## src/sv/afs_pkg.sv

```systemverilog
// ----------------------------------------------------------------------------
// Animation frame sequencer package
// Shared operation codes, configuration register indexes and field widths.
// ----------------------------------------------------------------------------
package afs_pkg;

    // Widths of the item fields and of the configuration port.
    localparam int OP_W      = 2;
    localparam int FIDX_W    = 6;
    localparam int HOLD_W    = 16;
    localparam int COUNT_W   = 7;
    localparam int CFG_IDX_W = 2;
    localparam int CFG_W     = 16;

    // Reset value of the default hold interval.
    localparam logic [HOLD_W-1:0] DEFAULT_INTERVAL_RST = 16'd4;

    // Operation carried by an input item.
    typedef enum logic [OP_W-1:0] {
        OP_TICK    = 2'd0,
        OP_SET     = 2'd1,
        OP_WRITE   = 2'd2,
        OP_RESTART = 2'd3
    } afs_op_t;

    // Configuration register indexes.
    localparam logic [CFG_IDX_W-1:0] CFG_FRAME_COUNT      = 2'd0;
    localparam logic [CFG_IDX_W-1:0] CFG_DEFAULT_INTERVAL = 2'd1;
    localparam logic [CFG_IDX_W-1:0] CFG_REVERSE_PLAYBACK = 2'd2;

endpackage

```

## src/sv/animation_frame_sequencer.sv

```systemverilog
// ----------------------------------------------------------------------------
// Animation frame sequencer
// Steps an animation through its frames, holding each for its own interval.
// ----------------------------------------------------------------------------
// Usage:
// Each input item on the s_ channel is a tick, a set of the play index, a
// write of one frame's hold interval, or a restart at frame 0. Every item
// gives exactly one result item on the m_ channel, carrying the frame shown,
// whether a tick showed a frame, the play index after the step and the
// finished flag.
// m_valid rises in the cycle after acceptance, and one item is accepted in
// every cycle while the result register is empty or being drained; the limit
// is the single result register, with the interval table read ahead from the
// next play position. When the receiver stalls, the result is held and
// s_ready falls until it is taken. Synchronous reset clears the play
// position, hold counter, written flags and the result register, and
// restores the configuration registers. The configuration port writes
// frame_count, default_interval and reverse_playback by index; the user
// must use it only while the block is idle; the block does not enforce it.
// ----------------------------------------------------------------------------
module animation_frame_sequencer #(
    parameter int MAX_FRAMES = 64,
    parameter int TICK_BITS  = 16
) (
    input  logic                           aclk,
    input  logic                           aresetn,
    // Configuration port
    input  logic                           cfg_wen,
    input  logic [afs_pkg::CFG_IDX_W-1:0]  cfg_index,
    input  logic [afs_pkg::CFG_W-1:0]      cfg_wdata,
    // Input channel
    input  logic                           s_valid,
    output logic                           s_ready,
    input  logic [afs_pkg::OP_W-1:0]       s_op,
    input  logic [afs_pkg::FIDX_W-1:0]     s_frame_index,
    input  logic [afs_pkg::HOLD_W-1:0]     s_hold_ticks,
    // Result channel
    output logic                           m_valid,
    input  logic                           m_ready,
    output logic [afs_pkg::FIDX_W-1:0]     m_shown_frame,
    output logic                           m_shown_valid,
    output logic [afs_pkg::COUNT_W-1:0]    m_play_index,
    output logic                           m_finished
);

    localparam int IDX_W = (MAX_FRAMES > 1) ? $clog2(MAX_FRAMES) : 1;
    localparam int CMP_W = (TICK_BITS > afs_pkg::HOLD_W) ? TICK_BITS : afs_pkg::HOLD_W;
    localparam int CW    = afs_pkg::COUNT_W;
    localparam logic [CW-1:0] MAX_FRAMES_C = CW'(MAX_FRAMES);

    // Clamp the frame count register to the table depth.
    function automatic logic [CW-1:0] eff_count(input logic [CW-1:0] fc);
        logic [CW-1:0] c;
        c = (32'(fc) > 32'(MAX_FRAMES)) ? MAX_FRAMES_C : fc;
        return c;
    endfunction

    // Frame shown for a play position, mirrored when playing backwards and
    // clamped to the frame range. The count must be nonzero.
    function automatic logic [CW-1:0] shown_of(input logic [CW-1:0] pos,
                                               input logic [CW-1:0] c,
                                               input logic          rev);
        logic [CW-1:0] s;
        if (rev) begin
            s = (pos >= c) ? '0 : (c - CW'(1) - pos);
        end else begin
            s = (pos >= c) ? (c - CW'(1)) : pos;
        end
        return s;
    endfunction

    // Table address from a frame number that is known to be in range.
    function automatic logic [IDX_W-1:0] to_addr(input logic [CW-1:0] v);
        logic [IDX_W+CW-1:0] w;
        w = {{IDX_W{1'b0}}, v};
        return w[IDX_W-1:0];
    endfunction

    // Configuration registers
    logic [CW-1:0]                 frame_count_reg, frame_count_next;
    logic [afs_pkg::HOLD_W-1:0]    default_interval_reg;
    logic                          reverse_reg, reverse_next;

    // Sequencer state
    logic [CW-1:0]                 play_pos_reg, play_pos_next;
    logic [TICK_BITS-1:0]          hold_reg, hold_next;
    logic [afs_pkg::FIDX_W-1:0]    last_shown_reg, last_shown_next;
    logic [MAX_FRAMES-1:0]         written_reg;

    // Result register
    logic                          m_valid_reg;
    logic [afs_pkg::FIDX_W-1:0]    m_shown_frame_reg;
    logic                          m_shown_valid_reg, shown_valid_next;
    logic [CW-1:0]                 m_play_index_reg;
    logic                          m_finished_reg;

    // Interval table and its read-ahead path
    logic                          ram_we;
    logic [IDX_W-1:0]              ram_waddr, ram_raddr;
    logic [afs_pkg::HOLD_W-1:0]    ram_rdata;
    logic                          bypass_hit_reg;
    logic [afs_pkg::HOLD_W-1:0]    bypass_data_reg;

    logic                          accept;
    afs_pkg::afs_op_t              op;
    logic [CW-1:0]                 count_now, count_next, sel_now, sel_ahead;
    logic [CW-1:0]                 fidx_ext, pos_adv, hold_zero;
    logic [afs_pkg::HOLD_W-1:0]    interval;
    logic [TICK_BITS-1:0]          hold_base;
    logic                          write_ok;

    assign s_ready   = !m_valid_reg || m_ready;
    assign accept    = s_valid && s_ready;
    assign op        = afs_pkg::afs_op_t'(s_op);
    assign fidx_ext  = {1'b0, s_frame_index};
    assign count_now = eff_count(frame_count_reg);
    assign sel_now   = shown_of(play_pos_reg, count_now, reverse_reg);
    assign write_ok  = 32'(s_frame_index) < 32'(MAX_FRAMES);
    assign pos_adv   = (play_pos_reg < count_now) ? (play_pos_reg + CW'(1)) : play_pos_reg;
    assign hold_zero = '0;

    // The table entry for the current position was read in the previous
    // cycle; a write to that same entry in that cycle is forwarded.
    assign interval = written_reg[to_addr(sel_now)] ?
                      (bypass_hit_reg ? bypass_data_reg : ram_rdata) :
                      default_interval_reg;

    // Configuration next values, used for the table read-ahead.
    always_comb begin
        frame_count_next = frame_count_reg;
        reverse_next     = reverse_reg;
        if (cfg_wen && cfg_index == afs_pkg::CFG_FRAME_COUNT) begin
            frame_count_next = cfg_wdata[CW-1:0];
        end
        if (cfg_wen && cfg_index == afs_pkg::CFG_REVERSE_PLAYBACK) begin
            reverse_next = cfg_wdata[0];
        end
    end

    // Step logic for one accepted item.
    always_comb begin
        play_pos_next    = play_pos_reg;
        hold_next        = hold_reg;
        last_shown_next  = last_shown_reg;
        shown_valid_next = 1'b0;
        ram_we           = 1'b0;
        hold_base        = hold_reg;
        if (accept) begin
            unique case (op)
                afs_pkg::OP_TICK: begin
                    if (count_now != '0) begin
                        if (CMP_W'(hold_reg) >= CMP_W'(interval)) begin
                            play_pos_next = pos_adv;
                            hold_base     = '0;
                        end
                        hold_next        = (hold_base != '1) ? (hold_base + TICK_BITS'(1))
                                                             : hold_base;
                        last_shown_next  = sel_now[afs_pkg::FIDX_W-1:0];
                        shown_valid_next = 1'b1;
                    end
                end
                afs_pkg::OP_SET: begin
                    if (count_now == '0) begin
                        play_pos_next = hold_zero;
                    end else if (fidx_ext >= count_now) begin
                        play_pos_next = count_now - CW'(1);
                    end else begin
                        play_pos_next = fidx_ext;
                    end
                    hold_next       = '0;
                    last_shown_next = '0;
                end
                afs_pkg::OP_WRITE: begin
                    ram_we = write_ok;
                end
                afs_pkg::OP_RESTART: begin
                    play_pos_next   = '0;
                    hold_next       = '0;
                    last_shown_next = '0;
                end
                default: begin
                end
            endcase
        end
    end

    // Read address for the next cycle's tick, from the state it will hold.
    assign count_next = eff_count(aresetn ? frame_count_next : '0);
    assign sel_ahead  = shown_of(aresetn ? play_pos_next : '0, count_next,
                                 aresetn ? reverse_next : 1'b0);
    assign ram_raddr  = to_addr(sel_ahead);
    assign ram_waddr  = to_addr(fidx_ext);

    afs_ram #(
        .WIDTH (afs_pkg::HOLD_W),
        .DEPTH (MAX_FRAMES)
    ) u_interval_ram (
        .clk   (aclk),
        .we    (ram_we),
        .waddr (ram_waddr),
        .wdata (s_hold_ticks),
        .raddr (ram_raddr),
        .rdata (ram_rdata)
    );

    always_ff @(posedge aclk) begin
        if (!aresetn) begin
            frame_count_reg      <= '0;
            default_interval_reg <= afs_pkg::DEFAULT_INTERVAL_RST;
            reverse_reg          <= 1'b0;
            play_pos_reg         <= '0;
            hold_reg             <= '0;
            last_shown_reg       <= '0;
            written_reg          <= '0;
            m_valid_reg          <= 1'b0;
            bypass_hit_reg       <= 1'b0;
        end else begin
            frame_count_reg <= frame_count_next;
            reverse_reg     <= reverse_next;
            if (cfg_wen && cfg_index == afs_pkg::CFG_DEFAULT_INTERVAL) begin
                default_interval_reg <= cfg_wdata[afs_pkg::HOLD_W-1:0];
            end
            play_pos_reg   <= play_pos_next;
            hold_reg       <= hold_next;
            last_shown_reg <= last_shown_next;
            if (ram_we) begin
                written_reg[ram_waddr] <= 1'b1;
            end
            bypass_hit_reg <= ram_we && (ram_waddr == ram_raddr);
            if (accept) begin
                m_valid_reg <= 1'b1;
            end else if (m_ready) begin
                m_valid_reg <= 1'b0;
            end
        end
    end

    // Result payload and forwarding data need no reset.
    always_ff @(posedge aclk) begin
        bypass_data_reg <= s_hold_ticks;
        if (accept) begin
            m_shown_frame_reg <= last_shown_next;
            m_shown_valid_reg <= shown_valid_next;
            m_play_index_reg  <= play_pos_next;
            m_finished_reg    <= play_pos_next >= count_now;
        end
    end

    assign m_valid       = m_valid_reg;
    assign m_shown_frame = m_shown_frame_reg;
    assign m_shown_valid = m_shown_valid_reg;
    assign m_play_index  = m_play_index_reg;
    assign m_finished    = m_finished_reg;

endmodule

```

## src/sv/afs_ram.sv

```systemverilog
// ----------------------------------------------------------------------------
// Animation frame sequencer RAM
// Generic single-write, single-read RAM with a registered read port.
// ----------------------------------------------------------------------------
module afs_ram #(
    parameter int WIDTH = 16,
    parameter int DEPTH = 64
) (
    input  logic                     clk,
    input  logic                     we,
    input  logic [$clog2(DEPTH)-1:0] waddr,
    input  logic [WIDTH-1:0]         wdata,
    input  logic [$clog2(DEPTH)-1:0] raddr,
    output logic [WIDTH-1:0]         rdata
);

    logic [WIDTH-1:0] mem [DEPTH];
    logic [WIDTH-1:0] rdata_reg;

    always_ff @(posedge clk) begin
        if (we) begin
            mem[waddr] <= wdata;
        end
        rdata_reg <= mem[raddr];
    end

    assign rdata = rdata_reg;

endmodule

```

## config.mk

```make
export PLATFORM = sky130hd
export DESIGN_NAME = animation_frame_sequencer
export DESIGN_NICKNAME = d
export VERILOG_FILES = /design/src/sv/afs_pkg.sv /design/src/sv/animation_frame_sequencer.sv /design/src/sv/afs_ram.sv
export SDC_FILE = /design/constraint.sdc
export NUM_CORES = 2
export LEC_CHECK = 0
export ABC_AREA = 1
export BUFFER_PORTS_ARGS = -buffer_cell sky130_fd_sc_hd__buf_2
export CAP_MARGIN = 20
export CORE_MARGIN = 2
export CORE_UTILIZATION = 55
export CTS_CLUSTER_SIZE = 16
export DETAILED_ROUTE_END_ITERATION = 7
export HOLD_SLACK_MARGIN = 0.08
export PLACE_DENSITY = 0.75
export SYNTH_ARGS = -nofsm -noshare
export SYNTH_HDL_FRONTEND = slang
export SYNTH_HIERARCHICAL = 1
export SYNTH_SLANG_ARGS = --single-unit
```

## constraint.sdc

```tcl
create_clock -name aclk -period 20.1 [get_ports aclk]
set_clock_uncertainty 0.2 [all_clocks]
set_input_delay 4.02 -clock aclk [delete_from_list [all_inputs] [get_ports aclk]]
set_output_delay 4.02 -clock aclk [all_outputs]
set_load 0.01 [all_outputs]
```

## Yosys cells after proc, flatten, opt, wreduce, memory -nomap -nowiden

Memories as Yosys holds them, arrays and structs flattened. A register that Yosys moved wholly into a read port is not among the register bits.
Cells that the tools add are included.

- Register bits: 150
- Memory bits (writable): 1024
- Logic and storage cells: 100
- Memories: 1

- $add $sub $neg: 6
- Magnitude comparators: 11
- Eq/ne operators: 8
- Mux-type cells: 43
- Bitwise logic cells: 1
- Reduce and logical (&&, ||, !) cells: 16

Memories:

| name | depth | width | rd ports | clocked after memory_dff | write ports | RTL line | RTL |
|---|---|---|---|---|---|---|---|
| u_interval_ram.mem | 64 | 16 | 1 | 1 | 1 | afs_ram.sv:17 | `logic [WIDTH-1:0] mem [DEPTH];` |

Operator list:

| cell | count |
|---|---|
| 2-to-1 mux 16 bit | 8 |
| 2-to-1 mux 7 bit | 11 |
| bitwise OR 64 bit | 1 |
| 2-to-1 mux 6 bit | 8 |
| case mux 16 bit (2 select lines) | 1 |
| >= comparator 7 bit | 3 |
| case mux 7 bit (3 select lines) | 1 |
| adder 16 x 1 -> 16 bit (second input constant) | 1 |
| >= comparator 16 bit | 1 |
| != test 16 bit (second input constant) | 1 |
| > comparator 7 bit (second input constant) | 2 |
| < comparator 6 x 7 -> 1 bit (second input constant) | 2 |
| case mux 6 bit (2 select lines) | 1 |
| subtractor 6 bit | 2 |
| 2-to-1 mux 1 bit | 11 |
| adder 7 x 1 -> 7 bit (second input constant) | 1 |
| >= comparator 6 x 7 -> 1 bit | 1 |
| logical NOT 7 bit | 1 |
| < comparator 7 bit | 1 |
| nonzero test 7 bit | 1 |
| subtractor 7 x 1 -> 7 bit (second input constant) | 1 |
| binary-select mux 1 bit (select 6 bit) | 1 |
| demux 1 bit (select 6 bit) | 1 |
| == test 2 bit (second input constant) | 3 |
| 12 further kinds | 20 |

## Longest topological paths before layout

- Word-level depth: 20
- Gate-level depth with buffers: 69
- Gate-level depth less buffers: 61

## Cells and area by module

Netlist, hierarchy kept.

By module, submodules not included:

| module | times used | cells an instance | area an instance (µm²) |
|---|---|---|---|
| afs_ram | 1 | 3517 | 42099.1 |
| animation_frame_sequencer | 1 | 1238 | 8846.0 |

## Worst setup path after synthesis

Ideal clock, no wire load.

- Path kind: input-to-output
- Start point: input m_ready
- End point: output s_ready
- Data arrival time: 4.154 ns
- Required time: 15.880 ns
- Setup slack: 11.726 ns
- Cell stages on the path: 2
- Path buffers: 0
- Path through: inv_1 > nand2_1

- Cells in the longest elaborated chain, start to end: 1

Ends and longest elaborated chain:

| what | RTL line | RTL |
|---|---|---|
| start: declaration | animation_frame_sequencer.sv:39 | `input logic m_ready,` |
| logical OR 1 bit | animation_frame_sequencer.sv:112 | `assign s_ready = !m_valid_reg \|\| m_ready;` |
| end: declaration | animation_frame_sequencer.sv:33 | `output logic s_ready,` |

No other way between the ends.

## Worst setup path after layout

- Start point: register frame_count_reg[6]
- End point: register u_interval_ram.rdata_reg[14], in the netlist u_interval_ram/rdata[14] (read register of u_interval_ram.mem)

- Cells in the longest elaborated chain, start to end: 18
- Elaborated cells on any way between the ends: 34
- Those cells by class: add/sub: 4; order compare: 7; mux: 21; reduce/logical: 2

Ends and longest elaborated chain:

| what | RTL line | RTL |
|---|---|---|
| start: declaration | animation_frame_sequencer.sv:80 | `logic [CW-1:0] frame_count_reg, frame_count_next;` |
| start signal: assignment | animation_frame_sequencer.sv:218 | `frame_count_reg <= frame_count_next;` |
| > comparator 7 bit | animation_frame_sequencer.sv:54 | `c = (32'(fc) > 32'(MAX_FRAMES)) ? MAX_FRAMES_C : fc;` |
| 2-to-1 mux 7 bit (*) | animation_frame_sequencer.sv:54 |  |
| subtractor 7 x 1 -> 7 bit | animation_frame_sequencer.sv:166 | `play_pos_next = count_now - CW'(1);` |
| subtractor 6 bit | animation_frame_sequencer.sv:65 | `s = (pos >= c) ? '0 : (c - CW'(1) - pos);` |
| 2-to-1 mux 6 bit | animation_frame_sequencer.sv:65 |  |
| 2-to-1 mux 6 bit | animation_frame_sequencer.sv:64 | `if (rev) begin` |
| binary-select mux 1 bit (select 6 bit) | animation_frame_sequencer.sv:124 | `assign interval = written_reg[to_addr(sel_now)] ?` |
| 2-to-1 mux 1 bit (implied by the code) | animation_frame_sequencer.sv:124 |  |
| [... 4 more ...] | n/a |  |
| case mux 7 bit (3 select lines) (*) | animation_frame_sequencer.sv:149 | `unique case (op)` |
| 2-to-1 mux 7 bit (*) | animation_frame_sequencer.sv:148 | `if (accept) begin` |
| named net play_pos_next[6] | animation_frame_sequencer.sv:85 | `logic [CW-1:0] play_pos_reg, play_pos_next;` |
| 2-to-1 mux 7 bit (*) | n/a |  |
| >= comparator 7 bit (*) | animation_frame_sequencer.sv:65, animation_frame_sequencer.sv:67 |  |
| 2-to-1 mux 6 bit (on tied branches) | animation_frame_sequencer.sv:67, animation_frame_sequencer.sv:65 |  |
| 2-to-1 mux 6 bit (*) | animation_frame_sequencer.sv:64 |  |
| named net sel_ahead[0] | animation_frame_sequencer.sv:106 | `logic [CW-1:0] count_now, count_next, sel_now, sel_ahead;` |
| end: declaration | afs_ram.sv:18 | `logic [WIDTH-1:0] rdata_reg;` |

Mark *: on every way through the listed nets, which the timed path passes. The rest lies on a longest branch. The select of a mux whose other input is x is not followed.
A chain may end at the register's enable or synchronous reset.

==> run metrics <==
flop2flop setup slack between 8000 and 9000 ps; via count 36400; Post-Synth XOR/XNOR Area 0.00278; post-synthesis adder-cell area fraction 0.0148; Max Fclk approximately 83 MHz; Post-Layout Cell Count about 6000; crit path DAT 12510 ps; Root Driver clkbuf_16; CTS hold repair buffers 0; design area 55800 um2; Routed Antenna Nets 0; Die ar. 95100 um2; dominant cell type by area after synthesis edfxtp_1; Yosys reg bits 1190; core area 91700 um2; synth top area cells edfxtp_1 61%, nand2_1 11%, nand3_1 9.4%; Syn Area/Cell ~11 um2; chip width 308 um; WL per Instance 22.3 um; DRC errors left 0; max reg flops 1024; Worst Hold End written_reg[29]; CTS clock-pin slew for the worst setup and hold paths 70 ps; Clock Tree Buf Depth 3; WHS Path Cells 2; final design utilization 0.609; largest family of logic cells by synthesized area simple AND/OR/NAND/NOR gates; FF-to-FF Start frame_count_reg[6]; multi-input logic area about 14000 um2; Congestion Overflow GR 0; post-DP HPWL 74900 um; Ports 64; VDD IR max between 100 and 150 uV; pwr/cell area 123 nW/um2; most frequent CP cell nand2_1; PostCTS Resize Cnt 0; H-tree levels 3; drt pass-1 iters 7; worst hold path startpoint written_reg[29]; Startpoint Class register; worst skew pair latency 710 ps; setup tns final 0 ps; RSZ-0062 raised after global routing false; Syn Inst Count 4755; vias in the first global route 34100; GRT Util Overall 0.281; Mapped Area about 51000 um2; Synth Net Count 4861; largest net degree at the start of global routing 247; mux cell area share after synthesis 0.000196; P&R area growth vs syn 9.55%; slowest stage delay, CP roughly 900 ps; sequential share of the synthesized area 0.672; Crit path required time 20550 ps; Starting DRT DRC Count 4930; routed vias/inst 6.00; CTS tree yes; # setup viols final 0; share of flip-flops with an asynchronous set or reset 0; Final nets about 4900; top_reg_cell synth edfxtp_1; first-pass GRT wire length approximately 200000 um; most common cell after layout, fill and taps aside nand2_1; Hold Crit Class register to register; clk sink count 1190; fill count 7027; diode count 0; Synth Area in Compound Gates 0.0316; FF-to-FF path depth between 50 and 60; Max-Cap Viols 0; Crit Path Class register to register; Die Y just over 300 um; status finished clean; Crit. End Element register; Critical-path top delay cell buf_4; Register Area 34200 um2; worst r2r dst u_interval_ram/rdata[14]; drt total wl around 130000 um; CTS Buf Count 114; most frequent cells in the layout 1552 x nand2_1, 1039 x edfxtp_1, 958 x nand3_1; endpoints failing hold 0; Crit Path Max Fanout 246; Post-CTS Setup Bufs 0; worst hold margin 254 ps; share of layout cells above drive strength 1 0.0844; starting density of the core 0.556; Synth Area in Simple Gates 0.233; Post-synth EDFFs 1039; Tcrit/Tclk final 0.600; Rel. slew slack 0.117; post-synthesis cell type count 51; num rows ~110; Final Max Tran Viols 0; Leak 0.0207 uW; DP Area 52000 um2; GP Congestion 0.930; Worst Tran Pin Value 1320 ps; crit path time final around 12000 ps; port bufs 63; placed cells 5840; Yosys top cell area share 0.612; initial antenna violation count 0; YS warnings 6
[final cells by class]
class | instances | share of cell area
repair buffers | 170 | 0.0210
well taps | 1186 | 0.0266
flip-flops and latches | 1190 | 0.613
multi-input cells | 3117 | 0.259
clock inverters | 62 | 0.0117
inverters | 179 | 0.0126
clock buffers | 152 | 0.0560
[power breakdown]
group	internal, uW	leakage (uW)	switching [uW]
Clock	1220	0.00186	927
Combinational	522	0.00828	1440
Sequential	2720	0.0106	39.3
Total	4460	0.0207	2410
[stage by stage]
stage                     total power [uW]  worst slack (ps)
after detailed placement              4710              8350
after global placement                4680              8590
after CTS                             6830              8310
final                                 6870              8030
after floorplan                       4180             11730
after global routing                  7140              7010
[critical path: cells and delay by family, from the launching register on]
| family | cells | cell delay [ps] |
|---|---|---|
| fa+ha+maj | 3 | 740 |
| buf+inv | 6 | 2090 |
| simple gates | 39 | 6540 |
| flops | 1 | 570 |
| compound gates | 9 | 1570 |
[worst max-delay path by stage]
stage | depth (start not counted) | endpoint | from | slack, ps
after floorplan | 2 | s_ready | m_ready | 11730
after global placement | 48 | u_interval_ram/rdata[14] | frame_count_reg[6] | 8590
after detailed placement | 56 | u_interval_ram/rdata[14] | frame_count_reg[6] | 8350
after CTS | 57 | u_interval_ram/rdata[14] | frame_count_reg[6] | 8310
after global routing | 60 | u_interval_ram/rdata[14] | frame_count_reg[3] | 7010
final | 57 | u_interval_ram/rdata[14] | frame_count_reg[6] | 8030
[cell families after synthesis]
logic type               count (synthesis)
AO/OA/AOI/OAI                          284
XOR/XNOR                                14
adder cells (fa/ha/maj)                 59
buffers and inverters                  448
flip-flops                            1190
multiplexers                             1
AND/OR/NAND/NOR                       2759
[synthesized netlist by cell type (all sizes together), types with 8 or more instances]
library cell / count
a21oi: 96
buf: 223
clkbuf: 46
dfxtp: 151
edfxtp: 1039
ha: 57
inv: 178
nand2: 1569
nand3: 964
nand4: 19
nor2: 177
nor3: 8
nor4: 9
o211ai: 31
o21a: 9
o21ai: 100
o22ai: 37
or2: 8
xor2: 10
[metal layers]
| layer | wire length (um) | track usage | up-vias |
|---|---|---|---|
| li1 | - | - | 16500 |
| met1 | 52100 | 0.381 | 17400 |
| met2 | 61800 | 0.437 | 2041 |
| met3 | 13900 | 0.0536 | 350 |
| met4 | 6970 | 0.141 | 0 |
| met5 | 0 | 0 | - |
Power figures use the tool's default switching activity.
